File: src/design/u2cp_pkg.sv
// Shared types and constants for the UTF-8 to code point decoder.
package u2cp_pkg;

	localparam int unsigned CP_W = 21;
	localparam logic [CP_W-1:0] REPLACEMENT_CP = 21'h00FFFD;

	// Decoder state carried between items
	typedef struct packed {
		logic [CP_W-1:0] partial;
		logic [1:0]      remaining;
	} u2cp_state_t;

	// Outcome of one byte
	typedef struct packed {
		logic            emit;
		logic [CP_W-1:0] cp;
		logic            bad;
	} u2cp_result_t;

endpackage

File: src/design/utf8_to_codepoint_decoder.sv
// Top level of the UTF-8 to code point decoder: input stage, state and result register.
// Path: an accepted byte's result passes the input register, then the result register,
//   before it shows on out_valid.
// Throughput: one byte per cycle unless the output stalls; the decode of one byte is
//   a single pass of logic between the input register and the result register.
// Reset: arst_n clears the valid bits and the pending sequence; payload is not reset.
module utf8_to_codepoint_decoder (
	input  logic        clk,
	input  logic        arst_n,
	input  logic        in_valid,
	output logic        in_stall,
	input  logic [7:0]  in_byte,
	output logic        out_valid,
	input  logic        out_stall,
	output logic [20:0] char_code,
	output logic        malformed
);

	// Input register
	logic       vld_s1;
	logic [7:0] byte_s1;

	// Decoder state: gathered payload bits and continuation bytes still expected
	u2cp_pkg::u2cp_state_t state_q;
	u2cp_pkg::u2cp_state_t state_nxt;
	u2cp_pkg::u2cp_result_t res;

	// Result register
	logic                      vld_s2;
	logic [u2cp_pkg::CP_W-1:0] cp_s2;
	logic                      bad_s2;

	logic out_load;   // result register may take a new value
	logic consume;    // item in the input register is decoded this cycle
	logic accept;

	assign out_load = !vld_s2 || !out_stall;
	assign consume  = vld_s1 && out_load;
	// Input stage only holds when its item cannot move into the result register
	assign in_stall = vld_s1 && !out_load;
	assign accept   = in_valid && !in_stall;

	u2cp_step u_step (
		.in_byte (byte_s1),
		.cur     (state_q),
		.nxt     (state_nxt),
		.res     (res)
	);

	always_ff @(posedge clk or negedge arst_n) begin
		if (!arst_n) begin
			vld_s1 <= 1'b0;
		end else if (accept) begin
			vld_s1 <= 1'b1;
		end else if (consume) begin
			vld_s1 <= 1'b0;
		end
	end

	always_ff @(posedge clk) begin
		if (accept) begin
			byte_s1 <= in_byte;
		end
	end

	// Sequence state advances once per decoded item
	always_ff @(posedge clk or negedge arst_n) begin
		if (!arst_n) begin
			state_q <= '0;
		end else if (consume) begin
			state_q <= state_nxt;
		end
	end

	// Well-formed lead bytes and non-final continuations produce no item
	always_ff @(posedge clk or negedge arst_n) begin
		if (!arst_n) begin
			vld_s2 <= 1'b0;
		end else if (out_load) begin
			vld_s2 <= consume && res.emit;
		end
	end

	always_ff @(posedge clk) begin
		if (consume && res.emit) begin
			cp_s2  <= res.cp;
			bad_s2 <= res.bad;
		end
	end

	assign out_valid = vld_s2;
	assign char_code = cp_s2;
	assign malformed = bad_s2;

endmodule

File: src/design/u2cp_step.sv
// Combinational next-state and result logic for one input byte.
module u2cp_step (
	input  logic [7:0]           in_byte,
	input  u2cp_pkg::u2cp_state_t cur,
	output u2cp_pkg::u2cp_state_t nxt,
	output u2cp_pkg::u2cp_result_t res
);

	logic       pending;
	logic [1:0] rem_dec;
	logic [u2cp_pkg::CP_W-1:0] shifted;

	assign pending = (cur.remaining != 2'd0);
	assign rem_dec = cur.remaining - 2'd1;
	assign shifted = {cur.partial[u2cp_pkg::CP_W-7:0], in_byte[5:0]};

	always_comb begin
		nxt      = cur;
		res.emit = 1'b0;
		res.cp   = u2cp_pkg::REPLACEMENT_CP;
		res.bad  = 1'b0;
		if (!in_byte[7]) begin
			// ASCII: passes through, pending sequence untouched
			res.emit = 1'b1;
			res.cp   = {{(u2cp_pkg::CP_W-8){1'b0}}, in_byte};
		end else if (in_byte[6] == 1'b0) begin
			// continuation byte
			if (pending) begin
				nxt.remaining = rem_dec;
				if (rem_dec == 2'd0) begin
					nxt.partial = '0;
					res.emit    = 1'b1;
					res.cp      = shifted;
				end else begin
					nxt.partial = shifted;
				end
			end else begin
				res.emit = 1'b1;
				res.bad  = 1'b1;
			end
		end else if (pending || (in_byte[7:3] == 5'b11111)) begin
			// lead mid-sequence or too many leading ones
			nxt      = '0;
			res.emit = 1'b1;
			res.bad  = 1'b1;
		end else if (in_byte[5] == 1'b0) begin
			nxt.partial   = {{(u2cp_pkg::CP_W-5){1'b0}}, in_byte[4:0]};
			nxt.remaining = 2'd1;
		end else if (in_byte[4] == 1'b0) begin
			nxt.partial   = {{(u2cp_pkg::CP_W-4){1'b0}}, in_byte[3:0]};
			nxt.remaining = 2'd2;
		end else begin
			nxt.partial   = {{(u2cp_pkg::CP_W-3){1'b0}}, in_byte[2:0]};
			nxt.remaining = 2'd3;
		end
	end

endmodule

File: config.mk
export PLATFORM = sky130hd
export DESIGN_NAME = utf8_to_codepoint_decoder
export DESIGN_NICKNAME = d
export VERILOG_FILES = /design/src/design/u2cp_pkg.sv /design/src/design/utf8_to_codepoint_decoder.sv /design/src/design/u2cp_step.sv
export SDC_FILE = /design/constraint.sdc
export NUM_CORES = 1
export LEC_CHECK = 0
export ABC_AREA = 1
export BUFFER_PORTS_ARGS = -buffer_cell sky130_fd_sc_hd__buf_2
export CAP_MARGIN = 15
export CORE_ASPECT_RATIO = 1.1
export CORE_UTILIZATION = 50
export DETAILED_ROUTE_END_ITERATION = 16
export PLACE_DENSITY = 0.72
export SYNTH_ARGS = -nofsm -noshare
export SYNTH_HDL_FRONTEND = slang
export SYNTH_SLANG_ARGS = --single-unit
File: constraint.sdc
create_clock -name clk -period 3.1 [get_ports clk]
set_input_delay 0.155 -clock clk [delete_from_list [all_inputs] [get_ports clk]]
set_output_delay 0.155 -clock clk [all_outputs]
set_load 0.01 [all_outputs]
==> out/summary.txt, run 1 <==
Tmin final - 1.94 ns
largest net degree at the start of global routing - 24
mean instance size in the synthesized netlist - 11.1 sq um
Layout fillers - 305
share of the synthesized area in the top cell type - 0.455
number of hold violations in the final report - 0
clock transition at the register clock pins on the worst setup and hold paths after CTS - 0.08 ns
Cell Area, Synth - 0.00198 sq mm
net switching power figure - 613 uW
area of the core - 0.00371 sq mm
number of design rule violations left after detail routing - 0
number of antenna violations at the first check in global routing - 0
H-tree levels - 2
leakage - 0.00104 uW
Final Instance Area - 0.00233 sq mm
clock tree buffer depth - 2
total grt overflow - 0
relative contribution of the clock network to total power - 0.239
Root Buffer - sky130_fd_sc_hd__clkbuf_8
final setup violation count - 0
final setup TNS - 0 ns
flip-flop and latch count after synthesis - 49
setup repair after global routing missed its margin - no
fraction of power consumed by combinational cells - 0.249
status - complete, no violations
critical path required time - 3.09 ns
Num CTS Buffers - 5
fraction of power spent switching nets - 0.315
placed cell area - 0.00220 sq mm
flop2flop setup slack - 1.16 ns
count of inserted antenna diode cells - 0
Total Routed Length - 3550 microns
Worst setup EP type - flip-flop
vias per inst - 5.10
total number of vias - 1371
vias in the first global route - 1338
number of ports placed on the die boundary - 36
RePlAce Congestion - 0.851
HPWL after detailed placement - 2590 microns
Worst Hold Margin - 0.0262 ns
port bufs - 35
yosys synthesis warning count - 0
Distinct cells, synth - 20
final setup skew - 0.00598 ns
net count reported at finish - 233
TritonCTS clock tree - yes
max-cap violations - 0
largest area contributor in the netlist - sky130_fd_sc_hd__edfxtp_1
average routed wire per standard cell - 13.2 microns
initial core utilization - 0.534
CP max FO - 22
first-pass GRT wire length - 5780 microns
global routing usage summed across all routing layers - 0.198
part of the Yosys area used for sequential elements - 0.694
Skew-Pair Late Insertion Delay - 0.30 ns
die outline area - 0.00422 sq mm
top achievable clock speed - 0.515 GHz
CP arrival - 1.93 ns
Starting DRT DRC Count - 51
cell count of the worst hold path - 1
P per Cell Area - 834 mW/mm^2
class of the most critical setup path - flip-flop to flip-flop
Register-to-Register Path Depth - 7
portion of total power attributed to sequential cells - 0.512
residual antenna-violating net count after detailed routing - 0
Pre-Repair DR Iteration Count - 4
portion of the clock cycle consumed by the worst path in the final layout - 0.626
internal power consumption - 1330 uW
sinks on the clock net - 49
die extent in x - 62.0 microns
category of the worst setup path launch point - flip-flop
Max-slew headroom - 0.528
die span in y - 68.0 microns
fraction of layout cells with a size suffix above 1 - 0.237
area delta synth->final - 17.7%
Hold WC Path Type - input port to flip-flop
total count of max-transition violations in the final report - 0
maximum VDD drop - 0.473 mV
Cell Rows - 23
syn_nets - 193
Worst Tran Pin Value - 0.705 ns
most area-consuming cells after synthesis - sky130_fd_sc_hd__edfxtp_1 45%, sky130_fd_sc_hd__dfrtp_1 24%, sky130_fd_sc_hd__nand2_1 7.0%
gate count of the mapped netlist - 178
==> cell type report <==
class / count / area, sq um / area share
Sequential cell: 49 / 1380 / 0.590
Multi-Input combinational cell: 101 / 490 / 0.210
Timing Repair Buffer: 37 / 193 / 0.0826
Inverter: 24 / 90.1 / 0.0386
Clock buffer: 6 / 82.6 / 0.0354
Tap cell: 50 / 62.6 / 0.0268
Clock inverter: 2 / 37.5 / 0.0161
==> worst paths after layout <==
check	endpoint	start
max in group asynchronous	state_q[11]	arst_n
min in group asynchronous	out_valid	arst_n
worst max register to register	char_code[3]	state_q[0]
worst max-delay path	char_code[3]	state_q[0]
worst min register to register	state_q[1]	state_q[1]
worst min-delay path	byte_s1[3]	in_byte[3]
==> timing repair <==
action,in CTS,in global routing
endpoints found under the hold margin,19,0
setup buffers,0,0
resized for setup,0,0
hold buffers,1,0
setup endpoints to repair,0,0
==> power groups by stage <==
| stage | clock network [uW] | logic [uW] | registers [uW] |
|---|---|---|---|
| final | 466 | 484 | 995 |
| after floorplan | 0 | 290 | 1030 |
| after CTS | 473 | 488 | 996 |
| after global routing | 496 | 550 | 1020 |
| after global placement | 0 | 459 | 1000 |
| after detailed placement | 0 | 482 | 1010 |
==> sequential cells by signal (all words and copies together), names as in the netlist <==
name,flops
char_code,21
byte_s1,8
malformed,1
vld_s1,1
state_q,17
out_valid,1
==> logic make-up after synthesis <==
family | count (synthesis) | synth area share
buffers and inverters | 28 | 0.0600
DFF | 49 | 0.694
adders and majority gates | 3 | 0.0189
AOI/OAI and AO/OA | 22 | 0.0600
and+or+nand+nor | 76 | 0.167
==> cell usage after synthesis, drive strengths merged <==
cell type / count
nand2: 39
edfxtp: 30
inv: 24
nand3: 21
dfrtp: 19
o21ai: 16
nor2: 13
a21oi: 4
buf: 4
ha: 3
or2: 2
a22oi: 1
nor3: 1
o21bai: 1
==> routing by layer <==
layer / up-vias / track usage / part of all wire
met5: - / 0 / 0
met4: 0 / 0.0944 / 0.023
met1: 645 / 0.222 / 0.42
met2: 48 / 0.334 / 0.51
li1: 667 / - / -
met3: 11 / 0.0643 / 0.055
==> cell usage in the layout (no fill, tap or decap), types with 2 or more instances in the layout <==
| master | count |
|---|---|
| sky130_fd_sc_hd__nand2_1 | 37 |
| sky130_fd_sc_hd__buf_2 | 35 |
| sky130_fd_sc_hd__edfxtp_1 | 30 |
| sky130_fd_sc_hd__inv_1 | 23 |
| sky130_fd_sc_hd__nand3_1 | 21 |
| sky130_fd_sc_hd__dfrtp_1 | 19 |
| sky130_fd_sc_hd__o21ai_0 | 16 |
| sky130_fd_sc_hd__nor2_1 | 12 |
| sky130_fd_sc_hd__clkbuf_8 | 6 |
| sky130_fd_sc_hd__ha_1 | 3 |
| sky130_fd_sc_hd__a21oi_1 | 2 |
| sky130_fd_sc_hd__or2_2 | 2 |
| sky130_fd_sc_hd__nand2_2 | 2 |
| sky130_fd_sc_hd__a21oi_2 | 2 |
==> critical path: stages (launching register included) <==
cell	delay [ns]
sky130_fd_sc_hd__dfrtp_1	0.42
sky130_fd_sc_hd__inv_1	0.07
sky130_fd_sc_hd__ha_1	0.23
sky130_fd_sc_hd__inv_1	0.09
sky130_fd_sc_hd__o21bai_1	0.12
sky130_fd_sc_hd__nand2_1	0.23
sky130_fd_sc_hd__a21oi_2	0.18
sky130_fd_sc_hd__buf_4	0.29
==> stage by stage <==
stage               setup WS [ns]  power, uW  std cells  utilization
floorplan                   0.577       1320        178            -
global placement             1.32       1460        260        0.593
detailed placement           1.18       1490        260        0.593
CTS                          1.17       1960        269        0.628
global route                 1.02       2060        269        0.628
finish                       1.16       1940        269        0.628
(Power assumes the default switching activity.)
==> run 2: changes to the inputs <==
Clock period 3.1 ns to 2 ns, I/O delays scaled along.
==> run 2 against run 1 <==
Clock-buffer cell count stayed put. Power is 60% higher. Maximum frequency is 3.1% higher. Critical path type unchanged. Critical endpoint unchanged.
==> out/summary.txt, run 2 (same netlist as run 1, synthesis figures left out) <==
average routed wire per standard cell - 14.0 microns (+6.4%)
area of the core - 0.00371 sq mm (unchanged)
Pre-Repair DR Iteration Count - 4 (unchanged)
footprint of the multi-input gates - 514 sq um (+4.8%)
Worst setup EP type - flip-flop
global routing usage summed across all routing layers - 0.209 (+0.0112)
Tmin final - 1.88 ns (-0.0586 ns)
max-cap violations - 0 (unchanged)
Skew-Pair Late Insertion Delay - 0.30 ns (about the same)
maximum VDD drop - 0.758 mV (+60%)
Cell Rows - 23 (unchanged)
die extent in x - 62.0 microns (unchanged)
CP max FO - 11 (-50%)
Max-slew headroom - 0.641 (+0.113)
leakage - 0.00110 uW (+5.5%)
number of antenna violations at the first check in global routing - 0 (unchanged)
total grt overflow - 0 (unchanged)
P per Cell Area - 1260 mW/mm^2 (+52%)
H-tree levels - 2 (unchanged)
total count of max-transition violations in the final report - 0 (unchanged)
CP arrival - 1.84 ns (-0.09 ns)
port bufs - 35 (unchanged)
category of the worst setup path launch point - flip-flop
number of flip-flops under the largest register name - 21 (unchanged)
Starting DRT DRC Count - 66 (+29%)
Hold WC Path Type - input port to flip-flop
final setup skew - 0.00845 ns (+0.00247 ns)
flop2flop setup slack - 0.12 ns (-1.04 ns)
total number of vias - 1482 (+8.1%)
number of ports placed on the die boundary - 36 (unchanged)
vias in the first global route - 1406 (+5.1%)
leading cell type in the layout, fill and taps excluded - sky130_fd_sc_hd__nand2_1
fraction of layout cells with a size suffix above 1 - 0.246 (+0.00825)
class of the most critical setup path - flip-flop to flip-flop
setup repair bufs after CTS - 0 (unchanged)
initial core utilization - 0.534 (unchanged)
Layout fillers - 277 (-9.2%)
status - complete, no violations
final setup TNS - 0 ns (unchanged)
setup repair after global routing missed its margin - no
core occupancy in the finished layout - 0.664 (+0.0361)
die span in y - 68.0 microns (unchanged)
Sequential cell area - 0.00138 sq mm (unchanged)
critical path required time - 1.96 ns (-1.13 ns)
clock transition at the register clock pins on the worst setup and hold paths after CTS - 0.08 ns (about the same)
top achievable clock speed - 0.531 GHz (+3.1%)
clock tree buffer depth - 2 (unchanged)
sinks on the clock net - 49 (unchanged)
Worst Tran Pin Value - 0.539 ns (-0.166 ns)
first-pass GRT wire length - 6110 microns (+5.9%)
Num CTS Buffers - 5 (unchanged)
number of hold violations in the final report - 0 (unchanged)
TritonCTS clock tree - yes
Total Routed Length - 3960 microns (+11%)
area delta synth->final - 24.4%
RePlAce Congestion - 0.953 (+12%)
count of inserted antenna diode cells - 0 (unchanged)
commonest cells after routing, fill and taps aside - 37 x sky130_fd_sc_hd__nand2_1, 35 x sky130_fd_sc_hd__buf_2, 30 x sky130_fd_sc_hd__edfxtp_1
residual antenna-violating net count after detailed routing - 0 (unchanged)
vias per inst - 5.26 (+3.1%)
portion of the clock cycle consumed by the worst path in the final layout - 0.942 (+0.315)
final setup violation count - 0 (unchanged)
Root Buffer - sky130_fd_sc_hd__clkbuf_8
HPWL after detailed placement - 2680 microns (+3.3%)
largest net degree at the start of global routing - 23 (-4.2%)
die outline area - 0.00422 sq mm (unchanged)
number of design rule violations left after detail routing - 0 (unchanged)
net count reported at finish - 246 (+5.6%)
[run 2: timing repair]
action	4_1_cts	5_1_grt
hold endpoints to repair	27	0
resized for setup	0	1
endpoints found under the setup margin	0	22
hold buffers	9	0
[run 2: path summary, 6_finish.rpt]
check | from | end | cells after the start
max | state_q[0] | char_code[3] | 6
min | in_valid | vld_s1 | 3
max reg2reg | state_q[0] | char_code[3] | 6
min reg2reg | state_q[1] | state_q[1] | 2
max in group asynchronous | arst_n | state_q[12] | 2
min in group asynchronous | arst_n | state_q[11] | 2
[run 2: power breakdown]
| part | internal (uW) | leakage (uW) | switching (uW) |
|---|---|---|---|
| Combinational | 291 | 0.000510 | 558 |
| Clock | 406 | 0.0000574 | 317 |
| Sequential | 1410 | 0.000532 | 138 |
| Total | 2110 | 0.00110 | 1010 |
[run 2: critical path, stage by stage, from the launching register on]
cell and delay, ns:
sky130_fd_sc_hd__dfrtp_1 0.42, sky130_fd_sc_hd__inv_1 0.07, sky130_fd_sc_hd__ha_1 0.23, sky130_fd_sc_hd__inv_1 0.10, sky130_fd_sc_hd__o21bai_1 0.11, sky130_fd_sc_hd__nand2_1 0.19
sky130_fd_sc_hd__a21oi_4 0.42
[run 2: routing by layer]
| layer | track usage | share of wire |
|---|---|---|
| met1 | 0.260 | 0.40 |
| met2 | 0.319 | 0.49 |
| met5 | 0 | 0 |
| met3 | 0.0529 | 0.063 |
| met4 | 0.136 | 0.045 |
[run 2: area by class of cell]
cell class                      instances  share of cell area
Multi-Input combinational cell        102               0.209
Inverter                               24              0.0365
Sequential cell                        49               0.558
Clock buffer                            6              0.0335
Clock inverter                          2              0.0152
Tap cell                               50              0.0254
Timing Repair Buffer                   49               0.123
[run 2: through the flow]
step / hold slack (ns) / setup WS, ns / total power (uW) / instances / instance area (sq um)
after global routing: 0.0310 / 0.0202 / 3290 / 282 / 2470
after CTS: 0.0143 / 0.00110 / 3090 / 281 / 2450
after floorplan: -0.196 / 0.136 / 2060 / 178 / 1990
after global placement: 0.0583 / 0.129 / 2300 / 264 / 2240
final: 0.0200 / 0.117 / 3120 / 282 / 2470
after detailed placement: 0.0717 / 0.0491 / 2350 / 264 / 2240
